### src/rtl/core/itoa_pkg.sv
`default_nettype none
package itoa_pkg;

	localparam int VALUE_WIDTH_DEF = 32;
	localparam int CHAR_WIDTH      = 7;

	typedef enum logic [1:0] {
		KIND_SDEC = 2'd0,
		KIND_UDEC = 2'd1,
		KIND_OCT  = 2'd2,
		KIND_HEX  = 2'd3
	} kind_t;

	typedef enum logic [2:0] {
		ST_IDLE,
		ST_CONV,
		ST_SIGN,
		ST_SKIP,
		ST_EMIT
	} state_t;

	localparam logic [CHAR_WIDTH-1:0] CH_ZERO  = 7'h30;
	localparam logic [CHAR_WIDTH-1:0] CH_ALPHA = 7'h37;
	localparam logic [CHAR_WIDTH-1:0] CH_MINUS = 7'h2D;
	localparam logic [3:0]            DEC_TEN  = 4'd10;

	function automatic logic [CHAR_WIDTH-1:0] digit_char(input logic [3:0] d);
		logic [CHAR_WIDTH-1:0] base;
		base = (d >= DEC_TEN) ? CH_ALPHA : CH_ZERO;
		return base + {3'b000, d};
	endfunction

endpackage
`default_nettype wire

### src/rtl/core/itoa_num_if.sv
`default_nettype none
interface itoa_num_if
	import itoa_pkg::*;
#(
	parameter int VALUE_WIDTH = VALUE_WIDTH_DEF
);
	logic                   valid;
	logic                   ready;
	logic [1:0]             kind;
	logic [VALUE_WIDTH-1:0] value;

	modport source (output valid, output kind, output value, input ready);
	modport sink   (input valid, input kind, input value, output ready);
endinterface
`default_nettype wire

### src/rtl/core/itoa_chr_if.sv
`default_nettype none
interface itoa_chr_if
	import itoa_pkg::*;
();
	logic                  valid;
	logic                  ready;
	logic [CHAR_WIDTH-1:0] ascii_char;
	logic                  is_last;

	modport source (output valid, output ascii_char, output is_last, input ready);
	modport sink   (input valid, input ascii_char, input is_last, output ready);
endinterface
`default_nettype wire

### src/rtl/core/integer_to_ascii_digits_unit.sv
`default_nettype none
// channel  dir  payload                 transaction
// num      in   kind[1:0], value[W-1:0] one number to print
// chr      out  ascii_char[6:0], is_last one character, most significant first
//
// A number goes through the bit-serial radix converter (one input bit per cycle through
// the digit lanes), then an optional sign character, then leading zeros are dropped,
// then the characters go out one by one while chr is ready.
// A new number is taken only when the previous one has handed its last character to
// the output register. arst_n clears control state; chr stalls hold the sign and digit states.
module integer_to_ascii_digits_unit
	import itoa_pkg::*;
#(
	parameter int VALUE_WIDTH = VALUE_WIDTH_DEF
) (
	input  wire         clk,
	input  wire         arst_n,
	itoa_num_if.sink    num,
	itoa_chr_if.source  chr
);
	localparam int NDEC = (VALUE_WIDTH * 30103) / 100000 + 1;
	localparam int NOCT = (VALUE_WIDTH + 2) / 3;
	localparam int NDIG = (NDEC > NOCT) ? NDEC : NOCT;
	localparam int CW   = $clog2(VALUE_WIDTH + 1);
	localparam int RW   = $clog2(NDIG + 1);

	state_t                 state_q, state_d;
	kind_t                  kind_q;
	logic                   neg_q;
	logic [VALUE_WIDTH-1:0] val_q;
	logic [CW-1:0]          cnt_q;
	logic [RW-1:0]          rem_q;
	logic [3:0]             dig_q [NDIG];
	logic [3:0]             corr  [NDIG];
	logic [3:0]             nxt   [NDIG];
	logic [NDIG-1:0]        cout;
	logic                   out_valid_q;
	logic [CHAR_WIDTH-1:0]  out_char_q;
	logic                   out_last_q;

	logic                   accept;
	logic                   out_free;
	logic                   load_sign, load_dig, shift_up, conv_step;
	logic                   is_dec, is_oct;
	logic [VALUE_WIDTH-1:0] mag;

	assign accept   = num.valid && num.ready;
	assign out_free = !out_valid_q || chr.ready;
	assign is_dec   = (kind_q == KIND_SDEC) || (kind_q == KIND_UDEC);
	assign is_oct   = (kind_q == KIND_OCT);

	assign num.ready      = (state_q == ST_IDLE);
	assign chr.valid      = out_valid_q;
	assign chr.ascii_char = out_char_q;
	assign chr.is_last    = out_last_q;

	always_comb begin
		mag = num.value;
		if ((kind_t'(num.kind) == KIND_SDEC) && num.value[VALUE_WIDTH-1]) begin
			mag = (~num.value) + {{(VALUE_WIDTH-1){1'b0}}, 1'b1};
		end
	end

	always_comb begin
		for (int i = 0; i < NDIG; i++) begin
			corr[i] = dig_q[i];
			if (is_dec && (dig_q[i] >= 4'd5)) begin
				corr[i] = dig_q[i] + 4'd3;
			end
			cout[i] = is_oct ? corr[i][2] : corr[i][3];
		end
		for (int i = 0; i < NDIG; i++) begin
			if (i == 0) begin
				nxt[i] = is_oct ? {1'b0, corr[i][1:0], val_q[VALUE_WIDTH-1]}
				                : {corr[i][2:0], val_q[VALUE_WIDTH-1]};
			end else begin
				nxt[i] = is_oct ? {1'b0, corr[i][1:0], cout[i-1]}
				                : {corr[i][2:0], cout[i-1]};
			end
		end
	end

	always_comb begin
		state_d   = state_q;
		load_sign = 1'b0;
		load_dig  = 1'b0;
		shift_up  = 1'b0;
		conv_step = 1'b0;
		unique case (state_q)
			ST_IDLE: begin
				if (accept) begin
					state_d = ST_CONV;
				end
			end
			ST_CONV: begin
				conv_step = 1'b1;
				if (cnt_q == CW'(1)) begin
					state_d = neg_q ? ST_SIGN : ST_SKIP;
				end
			end
			ST_SIGN: begin
				if (out_free) begin
					load_sign = 1'b1;
					state_d   = ST_SKIP;
				end
			end
			ST_SKIP: begin
				if ((dig_q[NDIG-1] == 4'd0) && (rem_q != RW'(1))) begin
					shift_up = 1'b1;
				end else begin
					state_d = ST_EMIT;
				end
			end
			ST_EMIT: begin
				if (out_free) begin
					load_dig = 1'b1;
					shift_up = 1'b1;
					if (rem_q == RW'(1)) begin
						state_d = ST_IDLE;
					end
				end
			end
			default: state_d = ST_IDLE;
		endcase
	end

	always_ff @(posedge clk or negedge arst_n) begin
		if (!arst_n) begin
			state_q     <= ST_IDLE;
			out_valid_q <= 1'b0;
		end else begin
			state_q <= state_d;
			if (load_sign || load_dig) begin
				out_valid_q <= 1'b1;
			end else if (chr.ready) begin
				out_valid_q <= 1'b0;
			end
		end
	end

	always_ff @(posedge clk) begin
		if (accept) begin
			kind_q <= kind_t'(num.kind);
			neg_q  <= (kind_t'(num.kind) == KIND_SDEC) && num.value[VALUE_WIDTH-1];
			val_q  <= mag;
			cnt_q  <= CW'(VALUE_WIDTH);
			rem_q  <= RW'(NDIG);
			for (int i = 0; i < NDIG; i++) begin
				dig_q[i] <= 4'd0;
			end
		end else if (conv_step) begin
			val_q <= {val_q[VALUE_WIDTH-2:0], 1'b0};
			cnt_q <= cnt_q - CW'(1);
			for (int i = 0; i < NDIG; i++) begin
				dig_q[i] <= nxt[i];
			end
		end else if (shift_up) begin
			rem_q <= rem_q - RW'(1);
			for (int i = NDIG - 1; i > 0; i--) begin
				dig_q[i] <= dig_q[i-1];
			end
			dig_q[0] <= 4'd0;
		end
		if (load_sign) begin
			out_char_q <= CH_MINUS;
			out_last_q <= 1'b0;
		end else if (load_dig) begin
			out_char_q <= digit_char(dig_q[NDIG-1]);
			out_last_q <= (rem_q == RW'(1));
		end
	end

`ifndef ASSERT_OFF
	a_accept_starts_conv: assert property (@(posedge clk) disable iff (!arst_n)
		accept |=> (state_q == ST_CONV))
		else $error("accepted number did not start conversion");

	a_minus_not_last: assert property (@(posedge clk) disable iff (!arst_n)
		(out_valid_q && (out_char_q == CH_MINUS)) |-> !out_last_q)
		else $error("sign character flagged as last");

	a_rem_nonzero: assert property (@(posedge clk) disable iff (!arst_n)
		((state_q == ST_SKIP) || (state_q == ST_EMIT)) |-> (rem_q != RW'(0)))
		else $error("digit count exhausted during emission");

	a_idle_after_last: assert property (@(posedge clk) disable iff (!arst_n)
		(load_dig && (rem_q == RW'(1))) |=> (state_q == ST_IDLE))
		else $error("block busy after last character");
`endif

endmodule
`default_nettype wire

### src/flat_wrapper.sv
// flat-port wrapper written by rule: the top's interface ports become plain ports
module integer_to_ascii_digits_unit_flat import itoa_pkg::*;
#(
	parameter int VALUE_WIDTH = VALUE_WIDTH_DEF
)
  (clk, arst_n, num_valid, num_kind, num_value, num_ready, chr_valid, chr_ascii_char, chr_is_last, chr_ready);
  itoa_num_if #(.VALUE_WIDTH(VALUE_WIDTH)) num_i ();
  itoa_chr_if chr_i ();
  input  wire clk;
  input  wire arst_n;
  input wire logic [$bits(num_i.valid)-1:0] num_valid;
  input wire logic [$bits(num_i.kind)-1:0] num_kind;
  input wire logic [$bits(num_i.value)-1:0] num_value;
  output wire logic [$bits(num_i.ready)-1:0] num_ready;
  output wire logic [$bits(chr_i.valid)-1:0] chr_valid;
  output wire logic [$bits(chr_i.ascii_char)-1:0] chr_ascii_char;
  output wire logic [$bits(chr_i.is_last)-1:0] chr_is_last;
  input wire logic [$bits(chr_i.ready)-1:0] chr_ready;
  assign num_i.valid = num_valid;
  assign num_i.kind = num_kind;
  assign num_i.value = num_value;
  assign num_ready = num_i.ready;
  assign chr_valid = chr_i.valid;
  assign chr_ascii_char = chr_i.ascii_char;
  assign chr_is_last = chr_i.is_last;
  assign chr_i.ready = chr_ready;
  integer_to_ascii_digits_unit #(.VALUE_WIDTH(VALUE_WIDTH)) u_core (.clk(clk), .arst_n(arst_n), .num(num_i), .chr(chr_i));
endmodule
### config.mk
export PLATFORM = sky130hd
export DESIGN_NAME = integer_to_ascii_digits_unit_flat
export DESIGN_NICKNAME = d
export VERILOG_FILES = /design/src/rtl/core/itoa_pkg.sv /design/src/rtl/core/itoa_num_if.sv /design/src/rtl/core/itoa_chr_if.sv /design/src/rtl/core/integer_to_ascii_digits_unit.sv /design/src/flat_wrapper.sv
export SDC_FILE = /design/constraint.sdc
export NUM_CORES = 1
export LEC_CHECK = 0
export ABC_AREA = 1
export CAP_MARGIN = 5
export CORE_ASPECT_RATIO = 0.7
export CORE_MARGIN = 8
export CORE_UTILIZATION = 25
export CTS_BUF_LIST = sky130_fd_sc_hd__clkbuf_8
export DETAILED_ROUTE_END_ITERATION = 16
export DONT_BUFFER_PORTS = 1
export PLACE_DENSITY = 0.46
export SETUP_SLACK_MARGIN = 0.3
export SLEW_MARGIN = 10
export SYNTH_ARGS = -nofsm -noshare
export SYNTH_HDL_FRONTEND = slang
export SYNTH_SLANG_ARGS = --single-unit
### constraint.sdc
create_clock -name clk -period 3.2 [get_ports clk]
set_clock_uncertainty 0.05 [all_clocks]
set_input_delay 0 -clock clk [delete_from_list [all_inputs] [get_ports clk]]
set_output_delay 0 -clock clk [all_outputs]
set_load 0.01 [all_outputs]
==> results.md, run 1 <==
- Status: finished, final reports clean
- Slew @ Worst Pin: 508 ps
- Routability Congestion: 0.776
- Sink Count: 101
- Post-Route WL: ~17000 um
- DRC viols: 0
- Clk_lat worst skew: about 400 ps
- Crit path buf inv count: 2
- Multiplexer share of the synthesized area: 0
- Share of cells above drive strength 1: 0.0573
- Max clock buf depth: 2
- Power Total: 6.82 mW
- Core footprint: ~26000 sq um
- Pins Over Slew Limit: 0
- Net count reported at finish: 956
- Most frequent cells in the layout: 194 x nand2_1, 114 x inv_1, 95 x nand3_1, 81 x o21ai_0, 79 x edfxtp_1
- R2R setup slack: slightly below 900 ps
- CP Class: flip-flop to flip-flop
- Register area share after synthesis: 0.427
- Worst slew margin: 0.661
- Final setup vio count: 0
- Area growth syn-to-layout: 14.4%
- Die X: ~210 um
- Ant. Diodes: 0
- H-tree depth: 3
- Hold path startpoint: num_value[27]
- Synth Instances: 852
- Hold path endpoint: u_core.val_q[31]
- Adder-cell area share of the yosys netlist: 0.0634
- First drt pass iteration count: 5
- Required time of the critical path: ~3400 ps
- FF+latch count, synth: 101
- Root buffer cell: clkbuf_8
- TritonCTS Buffers: 9
- CTS tree: done
- RSZ-0062 raised after global routing: no
- Largest family of logic cells by synthesized area: simple AND/OR/NAND/NOR gates
- Worst hold path class: input port to flip-flop
- DRT iter0 DRCs: 413
- Synth Area in Simple Gates: 0.256
- Port Buffers: 0
- Yosys warning total: 0
- Placed insts: 1200
- Leakage: around 3.2 nW
- Commonest non-fill, non-tap cell in the layout: nand2_1
- Worst Reg-to-Reg Cells: 6
- Crit Reg-Reg Endpoint: u_core.dig_q[10][0]
- CP peak stage delay: 600 ps
- DP HPWL: 12200 um
- Post-synthesis xor/xnor area fraction: 0.0264
- Number of routed nets with antenna violations: 0
- Synth unique cells: 40
- Worst-path cell chain: inv_1 > nor2_1 > clkinv_1 > nand3_1 > nand2_1 > a21oi_1
- Fin Setup TNS: 0 ps
- P per Cell Area: 898 nW/um^2
- Routed vias: around 5.6k
- Row cnt: 50
- # Post-CTS Setup Buffers: 0
- # IOs: 48
- Slowest-stage cell, CP: edfxtp_1
- First-pass GRT wire length: 27900 um
- Worst EP arrival: 2530 ps
- CP endpoint kind: flip-flop
- Maximum VDD drop: 0.468 mV
- Die area: about 32000 sq um
- Critical-path maximum fanout: 12
- Worst hold stages: 5
- Post-route insts no fill: 1254
- Initial Util: 0.251
- Clock-pin slew on the worst setup and hold paths: 100 ps
- Largest net degree at the start of global routing: 35
- Die span in y: 152 um
- Syn_nets: 923
- Period minus WS final: between 2000 and 2500 ps
- Fmax: 428 MHz
- Vias in the first global route: 5179
- Gr ovfl total: 0
- Launching point of the worst reg2reg path: u_core.kind_q[1]
- Hold-fix buffers at CTS: 38
- Max_cap viols: 0
- Avg WL per Cell: roughly 14 um
- Number of vias per cell: 4.48
- Cell family with most CP delay: buffers and inverters
- Post-CTS Resized: 0
- CP startpoint kind: flip-flop
- Post-Syn Area: around 6600 sq um
- Final period utilization: 0.729
- Compound-Gate Fraction of Synth Area: 0.137
- Syn_area_per_cell: 7.79 sq um
- GRT Resource Usage Total: 0.106
- Antenna violations before repair: 0
- Hold Fails Final Rpt: 0
==> power by group <==
group / internal, mW / total, mW / leakage (nW) / switching (mW)
Sequential: 2.40 / 2.78 / 0.979 / 0.382
Clock: 0.373 / 0.867 / 0.105 / 0.494
Combinational: 1.04 / 3.17 / 2.13 / 2.13
==> state kept, by name, summed over array words and instances (netlist names), 2 cells and up <==
register	cells
u_core.chr.ascii_char	7
u_core.kind_q	2
u_core.val_q	32
u_core.cnt_q	6
u_core.rem_q	4
u_core.dig_q	44
u_core.state_q	3
==> worst register-to-register path: cells and delay by family (launching register included) <==
kind            cells  cell delay [ps]
flops               1              600
compound gates      1              130
simple gates        3              650
buf+inv             2              760
==> synthesized netlist by cell type, drive strengths merged <==
| library cell | count | area (sq um) |
|---|---|---|
| a211oi | 1 | 12.5 |
| a21oi | 40 | 200 |
| a2bb2oi | 1 | 8.76 |
| buf | 19 | 129 |
| clkbuf | 3 | 11.3 |
| clkinv | 1 | 3.75 |
| dfrtp | 4 | 100 |
| dfxtp | 18 | 360 |
| edfxtp | 79 | 2370 |
| fa | 1 | 20.0 |
| ha | 32 | 400 |
| inv | 119 | 454 |
| nand2 | 198 | 764 |
| nand3 | 95 | 475 |
| nand3b | 3 | 22.5 |
| nand4 | 8 | 50.1 |
| nor2 | 84 | 348 |
| nor3 | 3 | 31.3 |
| o211a | 1 | 10.0 |
| o211ai | 4 | 30.0 |
| o21ai | 104 | 521 |
| o22ai | 10 | 106 |
| o31ai | 3 | 22.5 |
| or2 | 1 | 6.26 |
| xnor2 | 4 | 35.0 |
| xor2 | 16 | 140 |
==> layout make-up <==
class / instances / area [sq um]
tap: 364 / 455
clock buffer: 9 / 124
timing repair buffer: 44 / 438
multi-input combinational: 609 / 3210
fill: 2879 / 18800
sequential: 101 / 2830
inverter: 120 / 458
clock inverter: 7 / 77.6
==> per-layer routing <==
layer / vias up / part of all wire / global-route usage
met5: - / 0 / 0
met4: 0 / 0.0087 / 0.0233
met3: 11 / 0.050 / 0.0247
met2: 120 / 0.40 / 0.144
met1: 2581 / 0.54 / 0.164
li1: 2909 / - / -
==> worst max path at each step <==
stage                        start                   to  slack (ps)  cells past startpoint
6_report          u_core.kind_q[1]  u_core.dig_q[10][0]         870                      6
5_1_grt           u_core.kind_q[1]   u_core.dig_q[7][0]         650                      8
4_1_cts           u_core.kind_q[1]   u_core.dig_q[7][0]         860                      8
3_5_place_dp      u_core.kind_q[1]   u_core.dig_q[2][0]         890                      6
3_3_place_gp   u_core.dig_q[10][1]   u_core.dig_q[4][0]         910                      9
2_1_floorplan    u_core.state_q[1]   u_core.dig_q[0][0]         660                      7
==> metrics by stage <==
stage / cell area (sq um) / setup slack (ps) / utilization / hold slack [ps]
2_1_floorplan: 6640 / 661 / - / -346
3_3_place_gp: 7010 / 914 / 0.266 / -345
3_5_place_dp: 7010 / 889 / 0.266 / -345
4_1_cts: 7590 / 860 / 0.288 / 0.923
5_1_grt: 7590 / 651 / 0.288 / 34.7
6_report: 7590 / 866 / 0.288 / 21.5
==> cell families after synthesis <==
| group | Yosys count |
|---|---|
| simple gates | 392 |
| compound gates | 164 |
| buf+inv | 142 |
| flops | 101 |
| fa+ha+maj | 33 |
| xor+xnor | 20 |
Note: power is estimated with default switching activity, not from simulation.
==> run 2, diff against run 1 <==
--- a/config.mk
+++ b/config.mk
@@ -13,7 +13,7 @@
 export CTS_BUF_LIST = sky130_fd_sc_hd__clkbuf_8
 export DETAILED_ROUTE_END_ITERATION = 16
 export DONT_BUFFER_PORTS = 1
-export PLACE_DENSITY = 0.46
+export PLACE_DENSITY = 0.48
 export SETUP_SLACK_MARGIN = 0.3
 export SLEW_MARGIN = 10
 export SYNTH_ARGS = -nofsm -noshare
==> constraint.sdc (replaced) <==
create_clock -name clk -period 2.13 [get_ports clk]
set_clock_uncertainty 0.05 [all_clocks]
set_input_delay 0 -clock clk [delete_from_list [all_inputs] [get_ports clk]]
set_output_delay 0 -clock clk [all_outputs]
set_load 0.01 [all_outputs]
==> results.md, run 2 (same netlist as run 1, synthesis figures left out) <==
- CP Class: flip-flop to flip-flop
- P per Cell Area: 1450 nW/um^2
- Maximum VDD drop: about 0.51 mV
- Core footprint: 26400 sq um
- Most frequent cells in the layout: 177 x nand2_1, 88 x inv_1, 88 x nand3_1, 79 x edfxtp_1
- Fin Setup TNS: 0 ps
- Gr ovfl total: 0
- Number of routed nets with antenna violations: 0
- Worst hold stages: 5
- # IOs: 48
- Ant. Diodes: 0
- Worst EP arrival: 2010 ps
- Period minus WS final: 1950 ps
- Worst-path cell chain: buf_6 > inv_4 > ha_4 > nand3_2 > nor2_2 > nand2_2 > nand2_8 > nor2_4 > buf_12 > buf_12 > nand2_8
- Area of the multi-input gates: 3730 sq um
- Hold Fails Final Rpt: 0
- Antenna violations before repair: 0
- GRT Resource Usage Total: 0.114
- Die X: 211 um
- Finished Cell Area: 8930 sq um
- DRC viols: 0
- Root buffer cell: clkbuf_8
- Worst Reg-to-Reg Cells: 11
- Sink Count: ~100
- Slew @ Worst Pin: 426 ps
- Max reg flops: 44
- Routed vias: 6151
- Path length in cells of the critical path: 11
- Number of vias per cell: about 4.6
- Commonest non-fill, non-tap cell in the layout: nand2_1
- Net count reported at finish: 1045
- Avg WL per Cell: around 14 um
- Port Buffers: 0
- Min Hold Slack: 48.9 ps
- Post-Route WL: 19300 um
- Worst hold path class: input port to flip-flop
- H-tree depth: 3
- Largest net degree at the start of global routing: 43
- Share of cells above drive strength 1: 0.236
- Fmax: 513 MHz
- Status: finished, final reports clean
- Max_cap viols: 0
- First-pass GRT wire length: 29700 um
- CP peak stage delay: 500 ps
- Layout filler cell count: 2801
- Leakage: 3.73 nW
- Clk_lat worst skew: approximately 400 ps
- Routability Congestion: around 0.80
- Worst slew margin: 0.716
- First drt pass iteration count: 5
- Slowest-stage cell, CP: edfxtp_1
- TritonCTS Buffers: 9
- Row cnt: 50
- Top reg by flops: u_core.dig_q
- CTS tree: done
- CP endpoint kind: flip-flop
- CP startpoint kind: flip-flop
- DRT iter0 DRCs: 447
- Die span in y: 152 um
- Final period utilization: 0.915
- Cell family with most CP delay: simple AND/OR/NAND/NOR gates
- Final setup vio count: 0
- Pins Over Slew Limit: 0
- RSZ-0062 raised after global routing: yes
- DP HPWL: between 10000 and 15000 um
- Area growth syn-to-layout: 34.6%
- Clock-pin slew on the worst setup and hold paths: around 110 ps
- Required time of the critical path: 2190 ps
- Critical-path maximum fanout: 8
- Die area: 32100 sq um
- Vias in the first global route: 5603
- Crit path buf inv count: 4
- Max clock buf depth: 2
- Initial Util: 0.251
- Placed Area: between 7000 and 8000 sq um
- FF/Latch Area: 2830 sq um
run 2: cell count changes in the layout (fill, tap and decap cells not counted), sizes merged:
| cell | before | now |
|---|---|---|
| clkinv | 2 | 3 |
| dlygate4sd3 | 38 | 40 |
| buf | 6 | 83 |
| bufinv | 1 | 2 |
| inv | 124 | 120 |
| nand2 | 198 | 206 |
| clkinvlp | 0 | 4 |
run 2: tightest hold or removal path: cells and delay by family:
family,cells,cell delay (ps)
and+or+nand+nor,4,230
AOI/OAI and AO/OA,1,70
run 2: final timing paths:
kind,to,slack [ps],startpoint
max reg2reg,u_core.dig_q[8][0],180,u_core.dig_q[10][1]
min,u_core.val_q[31],50,num_value[27]
min reg2reg,u_core.cnt_q[2],420,u_core.cnt_q[2]
min in group asynchronous,u_core.state_q[2],370,arst_n
max in group asynchronous,u_core.state_q[1],1460,arst_n
max,u_core.dig_q[8][0],180,u_core.dig_q[10][1]
run 2: layout make-up:
| cell class | instances | area share |
|---|---|---|
| multi-input cells | 617 | 0.418 |
| flip-flops and latches | 101 | 0.317 |
| repair buffers | 123 | 0.129 |
| inverters | 120 | 0.0562 |
| well taps | 364 | 0.0510 |
| clock buffers | 9 | 0.0139 |
| clock inverters | 7 | 0.0118 |
| repair inverters | 2 | 0.00308 |
run 2: metrics by stage:
step	worst slack [ps]	util	power, mW	std cells
after CTS	200	0.309	11.6	1287
after global placement	168	0.271	9.15	1209
after detailed placement	149	0.271	9.15	1209
after global routing	116	0.338	14.0	1343
final	181	0.338	12.9	1343
after floorplan	215	-	7.79	852
run 2: where the power goes:
group | leakage, nW | switching [mW] | internal (mW) | total, mW
Combinational | 2.64 | 4.27 | 2.99 | 7.26
Sequential | 0.978 | 0.624 | 3.60 | 4.22
Clock | 0.112 | 0.776 | 0.681 | 1.46
run 2: per-layer routing:
layer,share of wire,up-vias,GRT usage
li1,-,3100,-
met1,0.53,2915,0.169
met2,0.42,116,0.165
met3,0.036,20,0.0212
met4,0.014,0,0.0356
met5,0,-,0
run 2: timing repair:
item / 4_1_cts / 5_1_grt
endpoints found under the hold margin: 54 / 4
resized for setup: 36 / 105
pin swaps: 11 / 29
gates cloned: 8 / 2
setup endpoints to repair: 119 / 122
hold buffers: 39 / 1
setup buffers: 15 / 53
==> run 3, diff against run 2 <==
--- a/config.mk
+++ b/config.mk
@@ -7,7 +7,7 @@
 export LEC_CHECK = 0
 export ABC_AREA = 1
 export CAP_MARGIN = 5
-export CORE_ASPECT_RATIO = 0.7
+export CORE_ASPECT_RATIO = 1.4
 export CORE_MARGIN = 8
 export CORE_UTILIZATION = 25
 export CTS_BUF_LIST = sky130_fd_sc_hd__clkbuf_8
==> results.md, run 3 (same netlist as run 1, synthesis figures left out) <==
- Status: finished, final reports clean
- Max_cap viols: 0
- Hold Fails Final Rpt: 0
- Die span in y: 209 um
- Period minus WS final: 1960 ps
- Fmax: 511 MHz
- DP HPWL: ~13000 um
- DRC viols: 0
- CP Class: flip-flop to flip-flop
- Avg WL per Cell: 14.5 um
- Final setup vio count: 0
- Number of routed nets with antenna violations: 0
- Pre-CTS setup slack: 141 ps
- Largest net degree at the start of global routing: 35
- Post-Route WL: 18700 um
- Routability Congestion: 0.846
- Share of cells above drive strength 1: 0.190
- RSZ-0062 raised after global routing: yes
- Clk network pwr share: 0.103
- Commonest non-fill, non-tap cell in the layout: nand2_1
- CTS tree: done
- Sw Pwr: between 5 and 6 mW
- Core footprint: between 20000 and 30000 sq um
- Clock-pin slew on the worst setup and hold paths: 100 ps
- Worst slew margin: 0.751
- Internal power: 6.77 mW
- CP endpoint kind: flip-flop
- # IOs: 48
- Worst Reg-to-Reg Cells: 10
- Gr ovfl total: 0
- Worst hold stages: 3
- Maximum VDD drop: 0.443 mV
- Top reg by flops: u_core.dig_q
- H-tree depth: 3
- Most frequent cells in the layout: 180 x nand2_1, 94 x inv_1, 91 x nand3_1, 79 x edfxtp_1, 70 x nor2_1
- Area growth syn-to-layout: 29.5%
- Pins Over Slew Limit: 0
- Most frequent CP cell: inv_2
- Gate power share: 0.546
- Crit Reg-Reg Endpoint: u_core.chr.ascii_char[2]
- First-pass GRT wire length: 30100 um
- Number of vias per cell: between 4 and 5
- Initial Util: 0.254
- Finished Cell Area: between 8000 and 9000 sq um
- Launching point of the worst reg2reg path: u_core.dig_q[10][1]
- Net count reported at finish: approximately 1.0k
- Vias in the first global route: approximately 6k
- Power Total: 12.0 mW
- R2R setup slack: roughly 170 ps
- Required time of the critical path: 2350 ps
- CP peak stage delay: roughly 470 ps
- Worst hold path class: input port to flip-flop
- Crit path buf inv count: 4
- Port Buffers: 0
- Fin Setup TNS: 0 ps
- Fin worst setup slack: between 150 and 200 ps
- First drt pass iteration count: 4
- Sink Count: 101
- Leakage: 3.61 nW
- Worst-path cell chain: buf_4 > o31ai_4 > inv_2 > ha_4 > inv_2 > fa_2 > inv_2 > or2_4 > nand3_2 > nand3_1
- Worst EP arrival: 2180 ps
- Root buffer cell: clkbuf_8
- DRT iter0 DRCs: between 300 and 400
- Die area: 32100 sq um
- Sw frac: 0.436
- Row cnt: 70
- Final period utilization: 0.918
- Routed vias: 6001
- P per Cell Area: around 1400 nW/um^2
- CP startpoint kind: flip-flop
- Seq pwr share: 0.351
- Max clock buf depth: 2
- Placed Area: 7160 sq um
- Cell family with most CP delay: flip-flops
- Hold path endpoint: u_core.val_q[2]
- Clk_lat worst skew: ~380 ps
- Slew @ Worst Pin: ~370 ps
- TritonCTS Buffers: 9
- Max reg flops: 44
- Critical-path maximum fanout: 4
- Die X: 154 um
- GRT Resource Usage Total: 0.116
- Hold path startpoint: num_value[2]
- Slowest-stage cell, CP: edfxtp_1
- Antenna violations before repair: 1
## run 3: area by class of cell
type | instances | area (sq um)
fill | 2724 | 17500
multi-input combinational | 616 | 3600
sequential | 101 | 2840
timing repair buffer | 108 | 1050
inverter | 120 | 494
tap | 324 | 405
clock buffer | 9 | 124
clock inverter | 7 | 67.6
timing repair inverter | 1 | 8.76
antenna | 1 | 2.50
## run 3: power groups by stage
stage          Sequential, mW  Combinational, mW  Clock [mW]
2_1_floorplan            4.05               3.74           0
6_report                 4.21               6.57        1.24
4_1_cts                  4.21               6.01        1.29
5_1_grt                  4.33               7.38        1.36
3_5_place_dp             4.24               5.02           0
3_3_place_gp             4.24               5.00           0
## run 3: tightest hold or removal path, cell delays in order
cell     delay [ps]
inv_1           100
xor2_1           90
o21ai_0         150
## run 3: through the flow
| stage | hold slack (ps) | cells | utilization |
|---|---|---|---|
| after global placement | -345 | 1174 | 0.274 |
| after floorplan | -346 | 852 | - |
| after detailed placement | -345 | 1174 | 0.274 |
| final | 27.1 | 1287 | 0.329 |
| after global routing | 56.0 | 1287 | 0.329 |
| after CTS | 1.59 | 1256 | 0.313 |
## run 3: how the worst max path moves through the flow
stage	startpoint	to	slack, ps	cells after the start
detailed placement	u_core.dig_q[10][1]	u_core.chr.ascii_char[3]	140	9
CTS	u_core.dig_q[10][1]	u_core.chr.ascii_char[2]	150	10
global placement	u_core.rem_q[1]	u_core.dig_q[2][1]	160	9
global route	u_core.dig_q[10][1]	u_core.chr.ascii_char[2]	70	10
floorplan	u_core.dig_q[10][0]	u_core.chr.ascii_char[4]	210	12
finish	u_core.dig_q[10][1]	u_core.chr.ascii_char[2]	170	10
## run 3: metal layers
metal  wire length, um  up-vias  global-route usage
li1                  -     3069                   -
met2             10200      112               0.223
met3               712       22              0.0219
met5                 0        -                   0
met1              7470     2798               0.123
met4               339        0              0.0390
## run 3: repair_timing
action | 4_1_cts | 5_1_grt
hold buffers | 43 | 0
pin swaps | 10 | 6
setup buffers | 15 | 30
resized for setup | 39 | 66
endpoints found under the hold margin | 46 | 0
cloned | 8 | 0
endpoints found under the setup margin | 77 | 121
